--- src/rtl/core/cdq_pkg.sv ---
// cdq_pkg: shared constants, types and index helpers for the circular deque.
// Depends on nothing; the other files in rtl/core but cdq_ram refer to it by scoped names.

package cdq_pkg;

    // Ring size and derived widths
    localparam int DEPTH  = 16;
    localparam int WORD_W = 32;
    localparam int IDX_W  = $clog2(DEPTH);
    localparam int CNT_W  = $clog2(DEPTH + 1);

    typedef logic [IDX_W-1:0] idx_t;
    typedef logic [CNT_W-1:0] cnt_t;

    // Command codes; anything else acts as a query
    localparam logic [2:0] CMD_QUERY      = 3'd0;
    localparam logic [2:0] CMD_PUSH_FRONT = 3'd1;
    localparam logic [2:0] CMD_PUSH_REAR  = 3'd2;
    localparam logic [2:0] CMD_POP_FRONT  = 3'd3;
    localparam logic [2:0] CMD_POP_REAR   = 3'd4;

    // Value reported when there is no word
    localparam logic signed [WORD_W-1:0] NONE_WORD = '1;

    // Sequencer states
    typedef enum logic [1:0] {
        ST_IDLE,
        ST_EXEC,
        ST_FETCH,
        ST_LOAD
    } cdq_state_t;

    // Controller to datapath commands
    typedef struct packed {
        logic capture;   // latch the incoming word
        logic exec;      // update pointers, write or start the pop read
        logic fetch;     // take the popped word, read front and rear
        logic load;      // fill the output register
    } cdq_cmd_t;

    // Datapath to controller status
    typedef struct packed {
        logic out_free;  // output register can take a result this cycle
    } cdq_stat_t;

    // Advance an index around the ring
    function automatic idx_t wrap_inc(input idx_t i);
        return (i == IDX_W'(DEPTH - 1)) ? '0 : i + 1'b1;
    endfunction

    // Step an index back around the ring
    function automatic idx_t wrap_dec(input idx_t i);
        return (i == '0) ? IDX_W'(DEPTH - 1) : i - 1'b1;
    endfunction

endpackage

--- src/rtl/core/cdq_ram.sv ---
// cdq_ram: generic RAM, one write port and two registered read ports.
// Depends on nothing; sized by its WIDTH and DEPTH parameters.

module cdq_ram #(
    parameter int WIDTH = 32,
    parameter int DEPTH = 16
) (
    input  logic                     clk,
    input  logic                     wr_en,
    input  logic [$clog2(DEPTH)-1:0] wr_addr,
    input  logic [WIDTH-1:0]         wr_data,
    input  logic [$clog2(DEPTH)-1:0] rd_addr_a,
    output logic [WIDTH-1:0]         rd_data_a,
    input  logic [$clog2(DEPTH)-1:0] rd_addr_b,
    output logic [WIDTH-1:0]         rd_data_b
);

    logic [WIDTH-1:0] mem [DEPTH];

    // Write one entry, read two
    always_ff @(posedge clk)
    begin
        if (wr_en)
        begin
            mem[wr_addr] <= wr_data;
        end
        rd_data_a <= mem[rd_addr_a];
        rd_data_b <= mem[rd_addr_b];
    end

endmodule

--- src/rtl/core/cdq_ctrl.sv ---
// cdq_ctrl: sequencer for the circular deque, one command word at a time.
// Depends on cdq_pkg for the state enum and the command/status structs.

module cdq_ctrl (
    input  logic               clk,
    input  logic               rst_n,
    input  logic               in_valid,
    output logic               in_stall,
    output cdq_pkg::cdq_cmd_t  ctl,
    input  cdq_pkg::cdq_stat_t stat
);

    cdq_pkg::cdq_state_t state_reg;
    cdq_pkg::cdq_state_t state_next;

    // Hold the state
    always_ff @(posedge clk or negedge rst_n)
    begin
        if (!rst_n)
        begin
            state_reg <= cdq_pkg::ST_IDLE;
        end
        else
        begin
            state_reg <= state_next;
        end
    end

    // Advance through exec, fetch and load
    always_comb
    begin
        state_next = state_reg;
        case (state_reg)
            cdq_pkg::ST_IDLE:
            begin
                if (in_valid)
                begin
                    state_next = cdq_pkg::ST_EXEC;
                end
            end
            cdq_pkg::ST_EXEC:
            begin
                state_next = cdq_pkg::ST_FETCH;
            end
            cdq_pkg::ST_FETCH:
            begin
                state_next = cdq_pkg::ST_LOAD;
            end
            cdq_pkg::ST_LOAD:
            begin
                if (stat.out_free)
                begin
                    state_next = cdq_pkg::ST_IDLE;
                end
            end
            default:
            begin
                state_next = cdq_pkg::ST_IDLE;
            end
        endcase
    end

    // Drive the datapath commands
    always_comb
    begin
        ctl      = '0;
        in_stall = 1'b1;
        case (state_reg)
            cdq_pkg::ST_IDLE:
            begin
                in_stall    = 1'b0;
                ctl.capture = in_valid;
            end
            cdq_pkg::ST_EXEC:
            begin
                ctl.exec = 1'b1;
            end
            cdq_pkg::ST_FETCH:
            begin
                ctl.fetch = 1'b1;
            end
            cdq_pkg::ST_LOAD:
            begin
                ctl.load = stat.out_free;
            end
            default:
            begin
                in_stall = 1'b1;
            end
        endcase
    end

endmodule

--- src/rtl/core/cdq_datapath.sv ---
// cdq_datapath: ring pointers, fill count, ring RAM and the output register.
// Depends on cdq_pkg and cdq_ram; steered by cdq_ctrl through cdq_cmd_t.

module cdq_datapath (
    input  logic                         clk,
    input  logic                         rst_n,
    input  cdq_pkg::cdq_cmd_t            ctl,
    output cdq_pkg::cdq_stat_t           stat,
    input  logic [2:0]                   cmd,
    input  logic signed [cdq_pkg::WORD_W-1:0] value,
    output logic                         out_valid,
    input  logic                         out_stall,
    output logic                         ok,
    output logic signed [cdq_pkg::WORD_W-1:0] popped_value,
    output logic signed [cdq_pkg::WORD_W-1:0] front_value,
    output logic signed [cdq_pkg::WORD_W-1:0] rear_value,
    output logic                         is_empty,
    output logic                         is_full
);

    // Captured command word
    logic [2:0]                cmd_reg;
    logic [cdq_pkg::WORD_W-1:0] value_reg;

    // Ring state
    cdq_pkg::idx_t head_reg, head_next;
    cdq_pkg::idx_t tail_reg, tail_next;
    cdq_pkg::cnt_t count_reg, count_next;

    // Per-word results in flight
    logic                       ok_reg, ok_next;
    logic                       pop_hit_reg, pop_hit_next;
    logic [cdq_pkg::WORD_W-1:0] popped_reg;

    // Output register
    logic                       out_valid_reg;
    logic                       ok_out_reg;
    logic [cdq_pkg::WORD_W-1:0] popped_out_reg;
    logic [cdq_pkg::WORD_W-1:0] front_out_reg;
    logic [cdq_pkg::WORD_W-1:0] rear_out_reg;
    logic                       empty_out_reg;
    logic                       full_out_reg;

    // RAM ports
    logic                       wr_en;
    cdq_pkg::idx_t              wr_addr;
    cdq_pkg::idx_t              pop_addr;
    cdq_pkg::idx_t              rd_addr_a;
    cdq_pkg::idx_t              rd_addr_b;
    logic [cdq_pkg::WORD_W-1:0] rd_data_a;
    logic [cdq_pkg::WORD_W-1:0] rd_data_b;

    logic ring_full;
    logic ring_empty;

    assign ring_full  = (count_reg == cdq_pkg::CNT_W'(cdq_pkg::DEPTH));
    assign ring_empty = (count_reg == '0);

    // Decode the command against the fill state
    always_comb
    begin
        head_next    = head_reg;
        tail_next    = tail_reg;
        count_next   = count_reg;
        ok_next      = 1'b1;
        pop_hit_next = 1'b0;
        wr_en        = 1'b0;
        wr_addr      = tail_reg;
        pop_addr     = head_reg;
        case (cmd_reg)
            cdq_pkg::CMD_PUSH_FRONT:
            begin
                if (ring_full)
                begin
                    ok_next = 1'b0;
                end
                else
                begin
                    head_next  = cdq_pkg::wrap_dec(head_reg);
                    wr_en      = 1'b1;
                    wr_addr    = cdq_pkg::wrap_dec(head_reg);
                    count_next = count_reg + 1'b1;
                end
            end
            cdq_pkg::CMD_PUSH_REAR:
            begin
                if (ring_full)
                begin
                    ok_next = 1'b0;
                end
                else
                begin
                    tail_next  = cdq_pkg::wrap_inc(tail_reg);
                    wr_en      = 1'b1;
                    wr_addr    = tail_reg;
                    count_next = count_reg + 1'b1;
                end
            end
            cdq_pkg::CMD_POP_FRONT:
            begin
                if (ring_empty)
                begin
                    ok_next = 1'b0;
                end
                else
                begin
                    pop_addr     = head_reg;
                    head_next    = cdq_pkg::wrap_inc(head_reg);
                    count_next   = count_reg - 1'b1;
                    pop_hit_next = 1'b1;
                end
            end
            cdq_pkg::CMD_POP_REAR:
            begin
                if (ring_empty)
                begin
                    ok_next = 1'b0;
                end
                else
                begin
                    pop_addr     = cdq_pkg::wrap_dec(tail_reg);
                    tail_next    = cdq_pkg::wrap_dec(tail_reg);
                    count_next   = count_reg - 1'b1;
                    pop_hit_next = 1'b1;
                end
            end
            default:
            begin
                ok_next = 1'b1;
            end
        endcase
    end

    // Pop read during exec, front and rear reads during fetch
    assign rd_addr_a = ctl.exec ? pop_addr : head_reg;
    assign rd_addr_b = cdq_pkg::wrap_dec(tail_reg);

    cdq_ram #(
        .WIDTH (cdq_pkg::WORD_W),
        .DEPTH (cdq_pkg::DEPTH)
    ) u_ring (
        .clk       (clk),
        .wr_en     (wr_en && ctl.exec),
        .wr_addr   (wr_addr),
        .wr_data   (value_reg),
        .rd_addr_a (rd_addr_a),
        .rd_data_a (rd_data_a),
        .rd_addr_b (rd_addr_b),
        .rd_data_b (rd_data_b)
    );

    // Latch the incoming word
    always_ff @(posedge clk)
    begin
        if (ctl.capture)
        begin
            cmd_reg   <= cmd;
            value_reg <= value;
        end
    end

    // Advance the ring pointers and fill count
    always_ff @(posedge clk or negedge rst_n)
    begin
        if (!rst_n)
        begin
            head_reg    <= '0;
            tail_reg    <= '0;
            count_reg   <= '0;
            ok_reg      <= 1'b0;
            pop_hit_reg <= 1'b0;
        end
        else if (ctl.exec)
        begin
            head_reg    <= head_next;
            tail_reg    <= tail_next;
            count_reg   <= count_next;
            ok_reg      <= ok_next;
            pop_hit_reg <= pop_hit_next;
        end
    end

    // Take the popped word as it leaves the RAM
    always_ff @(posedge clk)
    begin
        if (ctl.fetch)
        begin
            popped_reg <= pop_hit_reg ? rd_data_a : cdq_pkg::NONE_WORD;
        end
    end

    // Hold the output word until the receiver takes it
    assign stat.out_free = !out_valid_reg || !out_stall;

    always_ff @(posedge clk or negedge rst_n)
    begin
        if (!rst_n)
        begin
            out_valid_reg <= 1'b0;
        end
        else if (ctl.load)
        begin
            out_valid_reg <= 1'b1;
        end
        else if (!out_stall)
        begin
            out_valid_reg <= 1'b0;
        end
    end

    always_ff @(posedge clk)
    begin
        if (ctl.load)
        begin
            ok_out_reg     <= ok_reg;
            popped_out_reg <= popped_reg;
            front_out_reg  <= ring_empty ? cdq_pkg::NONE_WORD : rd_data_a;
            rear_out_reg   <= ring_empty ? cdq_pkg::NONE_WORD : rd_data_b;
            empty_out_reg  <= ring_empty;
            full_out_reg   <= ring_full;
        end
    end

    assign out_valid    = out_valid_reg;
    assign ok           = ok_out_reg;
    assign popped_value = popped_out_reg;
    assign front_value  = front_out_reg;
    assign rear_value   = rear_out_reg;
    assign is_empty     = empty_out_reg;
    assign is_full      = full_out_reg;

    // Head plus fill count, wrapped, must land on the tail
    logic [cdq_pkg::CNT_W:0] span_sum;
    logic [cdq_pkg::CNT_W:0] span_wrap;

    assign span_sum  = (cdq_pkg::CNT_W+1)'(head_reg) + (cdq_pkg::CNT_W+1)'(count_reg);
    assign span_wrap = (span_sum >= (cdq_pkg::CNT_W+1)'(cdq_pkg::DEPTH))
                     ? span_sum - (cdq_pkg::CNT_W+1)'(cdq_pkg::DEPTH) : span_sum;

    a_count_bound: assert property (@(posedge clk) disable iff (!rst_n)
        count_reg <= cdq_pkg::CNT_W'(cdq_pkg::DEPTH))
        else $error("fill count above ring depth");

    a_ring_span: assert property (@(posedge clk) disable iff (!rst_n)
        span_wrap[cdq_pkg::IDX_W-1:0] == tail_reg)
        else $error("head, tail and fill count disagree");

    a_empty_words: assert property (@(posedge clk) disable iff (!rst_n)
        out_valid_reg && empty_out_reg |->
            front_out_reg == cdq_pkg::NONE_WORD && rear_out_reg == cdq_pkg::NONE_WORD)
        else $error("empty deque reports a front or rear word");

    a_fail_no_pop: assert property (@(posedge clk) disable iff (!rst_n)
        out_valid_reg && !ok_out_reg |-> popped_out_reg == cdq_pkg::NONE_WORD)
        else $error("failed command reports a popped word");

    a_state_only_on_exec: assert property (@(posedge clk) disable iff (!rst_n)
        !ctl.exec |=> $stable(count_reg) && $stable(head_reg) && $stable(tail_reg))
        else $error("ring pointers moved outside exec");

endmodule

--- src/rtl/core/circular_deque.sv ---
// circular_deque: top level of the double-ended queue of 32-bit words.
// Depends on cdq_pkg, cdq_ctrl, cdq_datapath (and cdq_ram through it).
//
// Usage:
//   Input channel (in_valid / in_stall, cmd, value) carries one command word:
//   query, push front, push rear, pop front or pop rear; unknown codes query.
//   Output channel (out_valid / out_stall) returns exactly one result word per
//   command: ok, popped_value, front_value, rear_value, is_empty, is_full.
//   A push into a full ring or a pop from an empty one returns ok = 0 and
//   leaves the ring unchanged; missing words read as -1.
//   Each accepted command passes the exec, fetch and load steps in turn before
//   out_valid rises, and load waits while the output register is busy. A new
//   command is taken only after the last one is loaded, as the sequencer walks
//   it through the two-read-port ring RAM (pop read, then front and rear reads).
//   The output register decouples the sides: the next command is taken while
//   a result waits. With out_stall high the result holds, and a finished
//   command waits in the load step until the register frees.
//   Reset clears pointers, fill count and all handshake state; the ring RAM
//   is not cleared and no clearing pass is needed, since only held words are
//   ever read.

module circular_deque (
    input  logic                              clk,
    input  logic                              rst_n,
    input  logic                              in_valid,
    output logic                              in_stall,
    input  logic [2:0]                        cmd,
    input  logic signed [cdq_pkg::WORD_W-1:0] value,
    output logic                              out_valid,
    input  logic                              out_stall,
    output logic                              ok,
    output logic signed [cdq_pkg::WORD_W-1:0] popped_value,
    output logic signed [cdq_pkg::WORD_W-1:0] front_value,
    output logic signed [cdq_pkg::WORD_W-1:0] rear_value,
    output logic                              is_empty,
    output logic                              is_full
);

    cdq_pkg::cdq_cmd_t  ctl;
    cdq_pkg::cdq_stat_t stat;

    // Sequence each command word
    cdq_ctrl u_ctrl (
        .clk      (clk),
        .rst_n    (rst_n),
        .in_valid (in_valid),
        .in_stall (in_stall),
        .ctl      (ctl),
        .stat     (stat)
    );

    // Ring, pointers and output register
    cdq_datapath u_datapath (
        .clk          (clk),
        .rst_n        (rst_n),
        .ctl          (ctl),
        .stat         (stat),
        .cmd          (cmd),
        .value        (value),
        .out_valid    (out_valid),
        .out_stall    (out_stall),
        .ok           (ok),
        .popped_value (popped_value),
        .front_value  (front_value),
        .rear_value   (rear_value),
        .is_empty     (is_empty),
        .is_full      (is_full)
    );

endmodule

--- config.mk ---
export PLATFORM = sky130hd
export DESIGN_NAME = circular_deque
export DESIGN_NICKNAME = d
export VERILOG_FILES = /design/src/rtl/core/cdq_pkg.sv /design/src/rtl/core/cdq_ram.sv /design/src/rtl/core/cdq_ctrl.sv /design/src/rtl/core/cdq_datapath.sv /design/src/rtl/core/circular_deque.sv
export SDC_FILE = /design/constraint.sdc
export NUM_CORES = 1
export LEC_CHECK = 0
export ABC_AREA = 1
export BUFFER_PORTS_ARGS = -buffer_cell sky130_fd_sc_hd__buf_2
export CORE_MARGIN = 3
export CORE_UTILIZATION = 45
export DETAILED_ROUTE_END_ITERATION = 12
export SYNTH_ARGS = -nofsm -noshare
export SYNTH_HDL_FRONTEND = slang
export SYNTH_SLANG_ARGS = --single-unit
--- constraint.sdc ---
create_clock -name clk -period 7.8 [get_ports clk]
set_input_delay 1.17 -clock clk [delete_from_list [all_inputs] [get_ports clk]]
set_output_delay 1.17 -clock clk [all_outputs]
set_load 0.02 [all_outputs]
==> results of run 1 <==
logic make-up after synthesis:
group / count (synthesis)
flip-flops: 760
AND/OR/NAND/NOR: 1544
AO/OA/AOI/OAI: 479
buffers and inverters: 814
adder cells (fa/ha/maj): 13
XOR/XNOR: 10
per-stage QoR:
step / instance area (sq um) / power [mW]
after CTS: 39300 / 16.6
after global routing: 39300 / 17.5
after global placement: 36700 / 12.8
final: 39300 / 16.6
after floorplan: 35100 / 10.3
after detailed placement: 36700 / 12.8
critical path, stage by stage (launching register included):
cell and delay (ns):
dfrtp_1 0.49, inv_1 0.19, ha_2 0.29, xnor2_4 0.15, buf_4 0.29, inv_2 0.84, o21ai_4 0.10, buf_4 0.27
inv_2 0.64, buf_4 0.68, nand3_1 0.24, nand3_1 0.11, nand2_1 0.06
placed cells by master, fill, tap and decap left out, types with 5 or more instances in the layout:
cell type and count:
inv_2 6, or2_2 33, edfxtp_1 678, buf_4 44
o21ai_4 5, a21oi_1 98, buf_2 139, nand3_1 713
inv_1 573, clkinv_1 7, nand2_1 697, clkbuf_8 9
bufinv_16 5, clkbuf_16 81, dfrtp_1 18, o21ai_0 233
clkinv_2 13, clkbuf_1 22, dfxtp_1 64, nor2_4 17
nor2_1 72, o211ai_1 104, xor2_1 6, o22ai_1 24
o21a_1 5, ha_1 10
power groups by stage:
stage          Sequential, mW  Clock (mW)  Combinational, mW
2_1_floorplan            5.78           0               4.57
3_3_place_gp             5.66           0               7.10
3_5_place_dp             5.66           0               7.15
4_1_cts                  5.58        3.81               7.18
5_1_grt                  5.64        3.97               7.92
6_report                 5.59        3.75               7.25
layout make-up:
type	instances	share of cell area
Sequential cell	760	0.563
Multi-Input combinational cell	2046	0.256
Clock buffer	112	0.0569
Inverter	580	0.0556
Tap cell	1030	0.0328
Timing Repair Buffer	186	0.0277
Clock inverter	32	0.00800
worst paths after layout:
path,start,endpoint,depth (start not counted)
worst max-delay path,u_datapath.tail_reg[0],u_datapath.u_ring.rd_data_a[8],12
worst min-delay path,u_datapath.popped_reg[28],u_datapath.popped_value[28],0
worst max register to register,u_datapath.tail_reg[0],u_datapath.u_ring.rd_data_a[8],12
worst min register to register,u_datapath.popped_reg[28],u_datapath.popped_value[28],0
max in group asynchronous,rst_n,u_datapath.ok_reg,1
min in group asynchronous,rst_n,u_datapath.head_reg[3],1
layer usage:
layer	vias up	track usage	wire length [um]
li1	12250	-	-
met1	12236	0.338	42100
met2	1230	0.387	45700
met3	241	0.0531	10400
met4	6	0.0960	3630
met5	-	0	41
==> reports/qor.csv, run 1 <==
metric,value,unit
synth-xor-area-share,0.00271,
start_kind,flip-flop,
cts_resized,0,
grt_pass1_vias,24318,
p_switching,7.19,mW
vias,25963,
synthSimpleGateAreaFrac,0.194,
place_ws,3.28,ns
grtUsageTotal,0.247,
hold_slack,0.413,ns
ys_top_cells_by_count,"nand3_1, nand2_1, edfxtp_1",
crit_type,flip-flop to flip-flop,
ys_seq_area_frac,0.629,
synth_compound_area_frac,0.0778,
setup_slack,3.18,ns
start_util,0.459,
min_path_type,flip-flop to flip-flop,
grt_pass1_wl,152,mm
wirelength,102,mm
cts_buffers,80,
synthAdderAreaFrac,0.00485,
setup_viol,0,
critPathMaxFanout,38,
switching_share,0.434,
wl_per_cell,21.5,um
grt_max_degree,233,
synth_warnings,0,
avgViaCountPerCell,5.47,
vdd_drop_max,0.000339,V
min_period,4.62,ns
ant_nets,0,
synth_area_leaders,"edfxtp_1, nand3_1, nand2_1",
p_comb_frac,0.437,
cp.required,8.29,ns
intPower,9.39,mW
async_flop_share,0.0237,
final_nets,3706,
yosysMostFrequentCell,nand3_1,
final_core_util,0.513,
leakagePower,16.2,nW
core,76600,sq um
clockRootBuffer,clkbuf_16,
relSlewSlack,0.155,
cts_hold_buf,0,
reg2reg_slack,3.18,ns
clock_latency,0.64,ns
place_inst,4602,
largest_reg_flops,512,
max_cap_viol_count,0,
ys.flop_type,edfxtp_1,
syn_area,35100,sq um
ys_seq_elements,760,
clkPwrFrac,0.226,
area_growth,11.8,%
dpl.hpwl,50.9,mm
worst_setup_hold_path_clk_slew,0.06,ns
htree_levels,3,
drc,0,
synthCells,3620,
layout-drive-gt1-share,0.102,
cts.sinks,760,
synth.largest_area_cell,edfxtp_1,
ios,140,
end_kind,flip-flop,
seq_area,22100,sq um
clock.fmax,0.216,GHz
worstPathArrival,5.12,ns
clk_path_buf_depth,3,
n_antenna_cell,0,
cts_setup_buffers,0,
synth_edf_count,678,
clock_skew,0.0381,ns
yosysUniqueCellTypes,33,
gr-total-overflow,0,
die_x,285,um
drtIter0Drc,2562,
timing.final.crit_share,0.593,
seq_power_share,0.337,
portBuffers,139,
fin_tns_setup,0,ns
die_area,81400,sq um
rsz0062_at_grt,no,
synth_mux_area_frac,0,
globalplace.congestion,0.798,
antenna_found_initial,5,
drv_slew,0,
hold_viol,0,
top_register,u_datapath.u_ring.mem,
worst_pin_slew,1.27,ns
yosysTopAreaCellShare,0.580,
n_fill_cell,6899,
status,completed,
synth_top_family_by_area,simple AND/OR/NAND/NOR gates,
cts_tree,yes,
mappedNetlistNets,3672,
fp.dieH,285,um
multi_input_area,10100,sq um
firstDrtPassIters,6,
avgSynthCellArea,9.70,sq um
instances_no_fill,4746,
num_rows,101,
p_per_area,422,nW/um^2
(Power assumes the default switching activity.)
==> inputs of run 2 (changes only) <==
ABC_AREA = 0   (was 1)
clock period = 4.52 ns   (was 7.8 ns; I/O delays follow)
==> reports/qor.csv, run 2 <==
metric,value,unit
clock_skew,0.0173,ns
max_cap_viol_count,0,
synth.largest_area_cell,edfxtp_1,
leakagePower,12.5,nW
ys_seq_elements,760,
globalplace.congestion,0.806,
place_inst,3266,
yosysUniqueCellTypes,59,
ys_top_cells_by_count,"edfxtp_1, o211ai_1, a21oi_1",
synth_compound_area_frac,0.156,
core,74700,sq um
min_period,3.80,ns
grt_max_degree,193,
layout-drive-gt1-share,0.246,
antenna_found_initial,0,
r2r-end,u_datapath.u_ring.rd_data_a[26],
power,28.0,mW
ys_seq_area_frac,0.648,
slowest_delay,0.76,ns
reg2reg_slack,0.72,ns
r2r-start,u_ctrl.state_reg[1],
gr-total-overflow,0,
critPathMaxFanout,95,
synth_mux_area_frac,0.115,
crit_slowest_cell,buf_4,
hold_depth,1,
clock.fmax,0.263,GHz
p_per_area,716,nW/um^2
cp.required,5.04,ns
final_common_cell,edfxtp_1,
synthAdderAreaFrac,0.00499,
p_switching,10.4,mW
clockRootBuffer,clkbuf_16,
firstDrtPassIters,6,
path_buf_inv,3,
end_kind,flip-flop,
cts_resized,0,
switching_share,0.370,
async_flop_share,0.0237,
rsz0062_at_grt,no,
area_growth,14.8,%
synth_top_family_by_area,compound AO/OA/AOI/OAI gates,
seq_power_share,0.351,
ios,140,
yosysTopAreaCellShare,0.597,
synth_area_leaders,"edfxtp_1, o211ai_1, mux4_2",
p_comb_frac,0.402,
start_util,0.456,
min_to,u_datapath.value_reg[8],
drtIter0Drc,2564,
synthCells,2301,
worst_setup_hold_path_clk_slew,0.06,ns
clk_path_buf_depth,3,
cts_tree,yes,
synthSimpleGateAreaFrac,0.0423,
vias,22313,
cts.sinks,760,
final_nets,2432,
avgViaCountPerCell,6.54,
min_from,value[8],
hold_slack,0.235,ns
htree_levels,3,
relSlewSlack,0.316,
synth-xor-area-share,0.00334,
portBuffers,139,
grtUsageTotal,0.245,
vdd_drop_max,0.000582,V
critPathTopFamily,buffers and inverters,
grt_pass1_vias,22595,
fp.dieH,281,um
min_path_type,primary input to flip-flop,
ant_nets,0,
drc,0,
largest_reg_flops,512,
ys.flop_type,edfxtp_1,
status,completed,
hold_viol,0,
setup_viol,0,
synth_warnings,0,
die_x,281,um
syn_area,34100,sq um
clkPwrFrac,0.247,
grt_pass1_wl,145,mm
num_rows,100,
drv_slew,0,
path_cells,inv_1 > ha_1 > and4bb_2 > a21boi_4 > buf_12 > buf_4 > o211ai_1 > a21oi_1 > a2111oi_0 > mux2i_1,
clock_latency,0.62,ns
start_kind,flip-flop,
reg2reg_depth,10,
dpl.hpwl,52.5,mm
mappedNetlistNets,2353,
yosysMostFrequentCell,edfxtp_1,
top_register,u_datapath.u_ring.mem,
instances_no_fill,3414,
crit_type,flip-flop to flip-flop,
die_area,79100,sq um
intPower,17.6,mW
worstPathArrival,4.32,ns
worst_pin_slew,1.03,ns
synth_edf_count,678,
cts_buffers,80,
layout_common_cells,"edfxtp_1, o211ai_1, a21oi_1, buf_2, mux4_2",
wl_per_cell,28.6,um
wirelength,97.5,mm
avgSynthCellArea,14.8,sq um
timing.final.crit_share,0.842,
run 2: stage by stage:
stage               setup TNS [ns]  cell area, sq um   util  worst slack [ns]
finish                           0             39100  0.524             0.716
global route                     0             39100  0.524             0.473
detailed placement               0             36300  0.486             0.771
global placement                 0             36300  0.486             0.886
floorplan                  -133.69             34100      -            -0.606
CTS                              0             39100  0.524             0.743
run 2: power by group through the flow:
stage | logic, mW | clock network (mW) | registers (mW)
floorplan | 7.25 | 0 | 9.96
global placement | 11.2 | 0 | 9.93
detailed placement | 11.2 | 0 | 9.97
CTS | 11.3 | 7.04 | 9.83
global route | 12.1 | 7.32 | 9.93
finish | 11.3 | 6.90 | 9.83
run 2: cell type report:
type	count	area, sq um
Clock inverter	41	469
Multi-Input combinational cell	1292	11200
Clock buffer	105	2320
Fill cell	6027	35600
Timing Repair Buffer	229	1720
Sequential cell	760	22100
Tap cell	969	1210
Antenna cell	1	2.50
Inverter	17	71.3
run 2: cells by family (layout without fill, tap and decap cells):
family,after synthesis,in the layout
XOR/XNOR,13,13
multiplexers,227,227
AND/OR/NAND/NOR,269,269
AO/OA/AOI/OAI,770,770
other,0,1
flip-flops,760,760
buffers and inverters,249,392
adder cells (fa/ha/maj),13,13
run 2: worst max-delay path by stage:
stage / from / endpoint / slack, ns / cells past startpoint
3_5_place_dp: u_ctrl.state_reg[1] / u_datapath.u_ring.rd_data_a[26] / 0.77 / 10
2_1_floorplan: u_datapath.head_reg[0] / u_datapath.u_ring.mem[8][0] / -0.61 / 11
6_report: u_ctrl.state_reg[1] / u_datapath.u_ring.rd_data_a[26] / 0.72 / 10
5_1_grt: u_ctrl.state_reg[1] / u_datapath.u_ring.rd_data_a[26] / 0.47 / 10
4_1_cts: u_ctrl.state_reg[1] / u_datapath.u_ring.rd_data_a[26] / 0.74 / 10
3_3_place_gp: u_ctrl.state_reg[1] / u_datapath.u_ring.rd_data_a[30] / 0.89 / 10
run 2: routing by layer:
| metal | global-route usage | up-vias | wire [um] |
|---|---|---|---|
| met4 | 0.0893 | 0 | 2890 |
| met3 | 0.0431 | 209 | 8880 |
| met5 | 0 | - | 0 |
| met2 | 0.394 | 1239 | 45800 |
| met1 | 0.336 | 11308 | 40000 |
| li1 | - | 9557 | - |
run 2: timing repair:
item                                   4_1_cts  5_1_grt
endpoints found under the hold margin       18        0
buffers inserted                             0        0
hold buffers                                 1        0
